`src/rtl/rxs_pkg.sv`:
```
// ----------------------------------------------------------------------------
// rxs_pkg
// Shared types and constants for the range XOR / range sum block.
// ----------------------------------------------------------------------------
`default_nettype none
package rxs_pkg;
    localparam int MAX_ELEMENTS = 1024;
    localparam int VALUE_BITS   = 22;
    localparam int IDX_W        = 11;
    localparam int ADDR_W       = $clog2(MAX_ELEMENTS);
    localparam int SUM_W        = 32;

    localparam logic OP_QUERY  = 1'b0;
    localparam logic OP_UPDATE = 1'b1;

    // controller -> datapath
    typedef struct packed {
        logic load;     // capture request, clip range
        logic clr_step; // clearing pass step
        logic acc;      // accumulate/writeback read data
        logic adv;      // advance address
    } t_cmd;

    // datapath -> controller
    typedef struct packed {
        logic empty;    // clipped range empty
        logic last;     // current address is range end
        logic clr_last; // clearing pass at last entry
        logic is_upd;
    } t_sts;
endpackage
`default_nettype wire

```
`src/rtl/rxs_ctrl.sv`:
```
// ----------------------------------------------------------------------------
// rxs_ctrl
// Sequencer: clearing pass, per-element read / accumulate / writeback.
// ----------------------------------------------------------------------------
`default_nettype none
module rxs_ctrl (
    input  wire logic          i_clk,
    input  wire logic          i_rst_n,
    input  wire logic          i_in_valid,
    output logic               o_in_ready,
    output logic               o_out_valid,
    input  wire logic          i_out_ready,
    output logic               o_cfg_ready,
    input  wire rxs_pkg::t_sts i_sts,
    output rxs_pkg::t_cmd      o_cmd
);
    import rxs_pkg::*;

    typedef enum logic [6:0] {
        S_CLEAR = 7'b0000001,
        S_IDLE  = 7'b0000010,
        S_CHECK = 7'b0000100,
        S_READ  = 7'b0001000,
        S_ACC   = 7'b0010000,
        S_WB    = 7'b0100000,
        S_OUT   = 7'b1000000
    } t_state;

    t_state r_state, n_state;

    always_ff @(posedge i_clk) begin
        if (!i_rst_n) begin
            r_state <= S_CLEAR;
        end else begin
            r_state <= n_state;
        end
    end

    always_comb begin
        n_state = r_state;
        o_cmd   = '0;
        unique case (r_state)
            S_CLEAR: begin
                o_cmd.clr_step = 1'b1;
                if (i_sts.clr_last) begin
                    n_state = S_IDLE;
                end
            end
            S_IDLE: begin
                if (i_in_valid) begin
                    o_cmd.load = 1'b1;
                    n_state    = S_CHECK;
                end
            end
            S_CHECK: begin
                if (i_sts.empty) begin
                    n_state = i_sts.is_upd ? S_IDLE : S_OUT;
                end else begin
                    n_state = S_READ;
                end
            end
            S_READ: begin
                n_state = S_ACC;
            end
            S_ACC: begin
                o_cmd.acc = 1'b1;
                n_state   = S_WB;
            end
            S_WB: begin
                // for an update, writeback issued this cycle from registered data
                if (i_sts.last) begin
                    n_state = i_sts.is_upd ? S_IDLE : S_OUT;
                end else begin
                    o_cmd.adv = 1'b1;
                    n_state   = S_READ;
                end
            end
            S_OUT: begin
                if (i_out_ready) begin
                    n_state = S_IDLE;
                end
            end
            default: n_state = S_IDLE;
        endcase
    end

    assign o_in_ready  = (r_state == S_IDLE);
    assign o_out_valid = (r_state == S_OUT);
    assign o_cfg_ready = (r_state == S_IDLE) || (r_state == S_CLEAR);
endmodule
`default_nettype wire

```
`config.mk`:
```
export PLATFORM = sky130hd
export DESIGN_NAME = rxs_ctrl
export DESIGN_NICKNAME = d
export VERILOG_FILES = /design/src/rtl/rxs_pkg.sv /design/src/rtl/rxs_ctrl.sv
export SDC_FILE = /design/constraint.sdc
export NUM_CORES = 1
export LEC_CHECK = 0
export ABC_AREA = 1
export BUFFER_PORTS_ARGS = -buffer_cell sky130_fd_sc_hd__buf_2
export CAP_MARGIN = 30
export CELL_PAD_IN_SITES_DETAIL_PLACEMENT = 0
export CELL_PAD_IN_SITES_GLOBAL_PLACEMENT = 1
export CORE_MARGIN = 10
export CORE_UTILIZATION = 34
export CTS_CLUSTER_DIAMETER = 120
export DETAILED_ROUTE_END_ITERATION = 16
export PLACE_DENSITY_LB_ADDON = 0.3
export SETUP_SLACK_MARGIN = 0.4
export SLEW_MARGIN = 20
export SYNTH_ARGS = -nofsm -noshare
export SYNTH_HDL_FRONTEND = slang
export SYNTH_SLANG_ARGS = --single-unit
```
`constraint.sdc`:
```
create_clock -name i_clk -period 3.42 [get_ports i_clk]
set_input_delay 0.342 -clock i_clk [delete_from_list [all_inputs] [get_ports i_clk]]
set_output_delay 0.342 -clock i_clk [all_outputs]
set_load 0.02 [all_outputs]
```
# Word-level counts from Yosys, hierarchy flattened
# Cells that the tools add are included.
[totals]
register_bits = 7
latchBits = 0
mem_bits_rw = 0
rom_bits = 0
input_bits = 8
out_inout_bits = 7
elab_cells = 26
mem_count = 0
[op_classes]
n_addsub = 0
multipliers = 0
n_div = 0
order_cmp = 0
n_eq_ne = 10
n_shift = 0
n_mux = 13
bitwise_logic = 0
n_reduce_logical = 2
[op_table]
columns = ["cell", "count"]
rows = [
  ["7-bit case mux with 7 select lines", 1],
  ["7-bit two-way mux", 6],
  ["7-bit by 1-bit equality test with 1-bit output (second input constant)", 1],
  ["7-bit by 2-bit equality test with 1-bit output (second input constant)", 1],
  ["7-bit by 3-bit equality test with 1-bit output (second input constant)", 1],
  ["7-bit by 4-bit equality test with 1-bit output (second input constant)", 1],
  ["7-bit by 5-bit equality test with 1-bit output (second input constant)", 1],
  ["7-bit by 6-bit equality test with 1-bit output (second input constant)", 1],
  ["7-bit equality test (second input constant)", 1],
  ["1-bit two-way mux", 6],
  ["2-bit inequality test (second input constant)", 2],
  ["3-bit AND reduction", 1],
  ["2-bit by 1-bit inequality test with 1-bit output (second input constant)", 1],
  ["1-bit logical OR", 1],
]

# Logic depth before layout (Yosys ltp)
[logic_depth]
depth_word = 3
depth_mapped = 9
depth_no_buf = 9

# Worst setup path before layout
# OpenSTA, ideal clock, no wires.
[synth_timing]
path_kind = "register to output"
from = "reg r_state[0]"
to = "out o_cmd[0] (netlist bit)"
t_arrival_ps = 1045
required_time_ps = 3078
path_slack_ps = 2033
path_stages_with_launch = 7
n_path_buf = 0
path_cell_list = "dfxtp_1 nor2_4 nand2_4 nor2_4 inv_2 or2_4 inv_1"
[synth_rtl]
columns = ["element", "line_no", "rtl"]
rows = [
  ["start: declaration", "rxs_ctrl.sv:29", "t_state r_state, n_state;"],
  ["start signal: assignment", "rxs_ctrl.sv:35", "r_state <= n_state;"],
  ["end: declaration", "rxs_ctrl.sv:15", "output rxs_pkg::t_cmd o_cmd"],
]

==> flow_summary.rst <==
.. list-table::
   :header-rows: 1

   * - Metric
     - Value
   * - Largest register FFs
     - 7
   * - Number of primary I/O pins
     - 15
   * - Slew at the pin with the worst max-slew slack
     - 0.220 ns
   * - H-tree depth reported by CTS
     - 1
   * - Synthesized Nets
     - 87
   * - Period utilisation layout
     - 51.4%
   * - Number of placed instances, taps included
     - 108
   * - Endpoint type of the worst setup path
     - output port
   * - Setup clock skew after layout
     - 0.00552 ns
   * - Clock insertion delay at the later pin of the skew report
     - between 0.2 and 0.3 ns
   * - Count of inserted antenna diode cells
     - 0
   * - Seq/Total Area, Yosys
     - 28.5%
   * - Largest voltage drop on the vdd net
     - 0.147 mV
   * - Routed length per placed instance
     - roughly 11 um
   * - Max Fanout on Critical Path
     - 4
   * - Vertical die dimension
     - between 50 and 60 um
   * - Met2 track utilization from global routing
     - 12.7%
   * - Grt met1 use
     - 7.79%
   * - Total number of placement rows
     - 13
   * - Clock-pin slew on the worst setup and hold paths
     - around 0.050 ns
   * - Run status
     - complete, no violations
   * - DRT iter0 DRCs
     - 5
   * - Max-Cap Viols
     - 0
   * - Number of antenna violations at the first check in global routing
     - 0
   * - Buffers inserted by post-CTS timing repair
     - 0
   * - # hold bufs at CTS
     - 0
   * - Layout cell share with drive strength beyond 1
     - 36.1%
   * - Number of port buffers
     - 14
   * - Fraction of the core area covered by cells at the end of the flow
     - 45.5%
   * - Via count of the first global-routing pass
     - 489
   * - Crit path arrival time
     - between 1 and 1.5 ns
   * - Global placer's final weighted congestion
     - 0.846
   * - Root cell of the clock tree
     - sky130_fd_sc_hd__clkbuf_4
   * - Final Routed Wirelength
     - 1200 um
   * - Post-layout min period
     - 1.76 ns
   * - Critical path type
     - reg2out
   * - Worst-case hold slack
     - 0.287 ns
   * - DP HPWL
     - around 1000 um
   * - Number of endpoints with negative hold slack in the final report
     - 0
   * - TritonCTS clock tree
     - built
   * - Total number of nets in the final design
     - around 110
   * - Total negative slack for setup checks
     - 0 ns
   * - Critical Path Start Type
     - flip-flop
   * - Final setup viols
     - 0
   * - Worst max-slew margin expressed relative to the limit
     - 85.3%
   * - Final cell count without fillers
     - 112
   * - Initial standard-cell utilization of the core
     - roughly 37%
   * - Leading registers by flop count
     - r_state: 7 flops
   * - Maximum clock rate
     - between 0.5 and 0.6 GHz
   * - Summed instance area of the synthesized netlist
     - 492 um2
   * - Top register by number of flip-flops
     - r_state
   * - Drt drc
     - 0
   * - Overall overflow remaining after global route
     - 0
   * - Synthesized area per cell
     - 6.22 um2
   * - Remaining antenna violation count
     - 0
   * - Maximum number of pins on one net before global-route repair
     - 7
   * - Gate count after technology mapping
     - 79
   * - Pins Over Slew Limit
     - 0
   * - Number of distinct library cells after synthesis
     - 16
   * - FF+latch count, synth
     - 7
   * - Filler cell count in the final layout
     - ~160
   * - Detailed Routing Iterations Pass 1
     - 4
   * - DR vias
     - 496
   * - Met3 capacity usage during global routing
     - 4.36%
   * - Die width
     - 58.0 um
   * - Die outline area
     - between 3000 and 4000 um2
   * - TritonCTS Sinks
     - 7
   * - Overall fraction of global-route tracks in use
     - about 7.5%
   * - Buffers from clock root to sink, at most
     - 2
   * - Register-to-register path setup slack
     - 2.17 ns
   * - Busiest layer in global routing
     - met2
   * - Post-CTS Resized
     - 0
   * - Synth warn
     - 0
   * - Required time reported for the critical path endpoint
     - a little over 3 ns
   * - RSZ-0062 raised after global routing
     - no
   * - Post-synthesis to final-layout area growth
     - 23.4%
   * - Static Leakage
     - 0.353 nW
   * - Number of vias per cell after detailed routing
     - 4.43
   * - Placeable core region
     - roughly 1300 um2
   * - CTS buffer count
     - 3
   * - First-pass GRT wire length
     - between 2000 and 2500 um
   * - Areal power density over the cells
     - 337 nW/um2
   * - Class of the tightest hold or removal check
     - in2reg
==> cell usage in the layout (no fill, tap or decap), drive strengths merged <==
cell	netlist	layout
clkbuf	0	4
and3	1	1
a21oi	1	1
nor3	3	3
nand3	10	10
o21ai	1	1
buf	0	14
dfxtp	7	7
nand2	17	17
nor2	17	17
inv	21	21
or2	1	1
==> cells in the mapped netlist <==
master | number | area (um2)
sky130_fd_sc_hd__a21oi_2 | 1 | 8.76
sky130_fd_sc_hd__and3_1 | 1 | 6.26
sky130_fd_sc_hd__dfxtp_1 | 7 | 140
sky130_fd_sc_hd__inv_1 | 16 | 60.1
sky130_fd_sc_hd__inv_2 | 5 | 18.8
sky130_fd_sc_hd__nand2_1 | 13 | 48.8
sky130_fd_sc_hd__nand2_2 | 3 | 18.8
sky130_fd_sc_hd__nand2_4 | 1 | 11.3
sky130_fd_sc_hd__nand3_1 | 9 | 45.0
sky130_fd_sc_hd__nand3_2 | 1 | 10.0
sky130_fd_sc_hd__nor2_1 | 12 | 45.0
sky130_fd_sc_hd__nor2_2 | 2 | 12.5
sky130_fd_sc_hd__nor2_4 | 3 | 33.8
sky130_fd_sc_hd__nor3_1 | 3 | 15.0
sky130_fd_sc_hd__o21ai_2 | 1 | 8.76
sky130_fd_sc_hd__or2_4 | 1 | 8.76
==> worst max-delay path, cell delays in order, from the launching register on <==
cell	delay (ns)
sky130_fd_sc_hd__dfxtp_1	0.34
sky130_fd_sc_hd__nor2_4	0.18
sky130_fd_sc_hd__nand2_4	0.09
sky130_fd_sc_hd__nor2_4	0.11
sky130_fd_sc_hd__inv_2	0.03
sky130_fd_sc_hd__or2_4	0.22
sky130_fd_sc_hd__inv_1	0.05
sky130_fd_sc_hd__buf_2	0.15
==> report_power, final <==
| part | total (mW) | internal, mW | switching [mW] |
|---|---|---|---|
| clock | 0.0777 | 0.0447 | 0.0330 |
| sequential | 0.0876 | 0.0843 | 0.00332 |
| combinational | 0.0390 | 0.0141 | 0.0249 |
| total | 0.204 | 0.143 | 0.0612 |
==> layer usage <==
layer	part of all wire, %	vias to the layer above
met4	0.83	0
met3	5.9	2
met2	49	9
met1	44	212
met5	0	-
li1	-	273
==> through the flow <==
stage	total power, mW	instance area, um2	worst slack [ns]
CTS	0.207	607	1.66
global route	0.217	607	1.57
finish	0.204	607	1.66
detailed placement	0.129	581	1.93
floorplan	0.115	492	2.03
global placement	0.129	581	1.95
==> final timing paths <==
kind                                  from          to  cells past startpoint
worst max-delay path            r_state[0]    o_cmd[0]                      7
worst max register to register  r_state[2]  r_state[1]                      9
worst min register to register  r_state[3]  r_state[4]                      2
worst min-delay path               i_rst_n  r_state[0]                      2
==> kinds of logic (layout without fill, tap and decap cells) <==
logic type	Yosys count	count (layout)	synth area share, %
AOI/OAI and AO/OA	2	2	3.56
buffers and inverters	21	39	16.0
DFF	7	7	28.5
and+or+nand+nor	49	49	51.9
==> cell type report <==
| cell class | instances | area [um2] | share of cell area, % |
|---|---|---|---|
| tap | 15 | 18.8 | 3.09 |
| timing repair buffer | 14 | 70.1 | 11.5 |
| multi-input combinational | 51 | 273 | 44.9 |
| clock buffer | 4 | 26.3 | 4.33 |
| inverter | 21 | 78.8 | 13.0 |
| sequential | 7 | 140 | 23.1 |
Note: power is estimated with default switching activity, not from simulation.
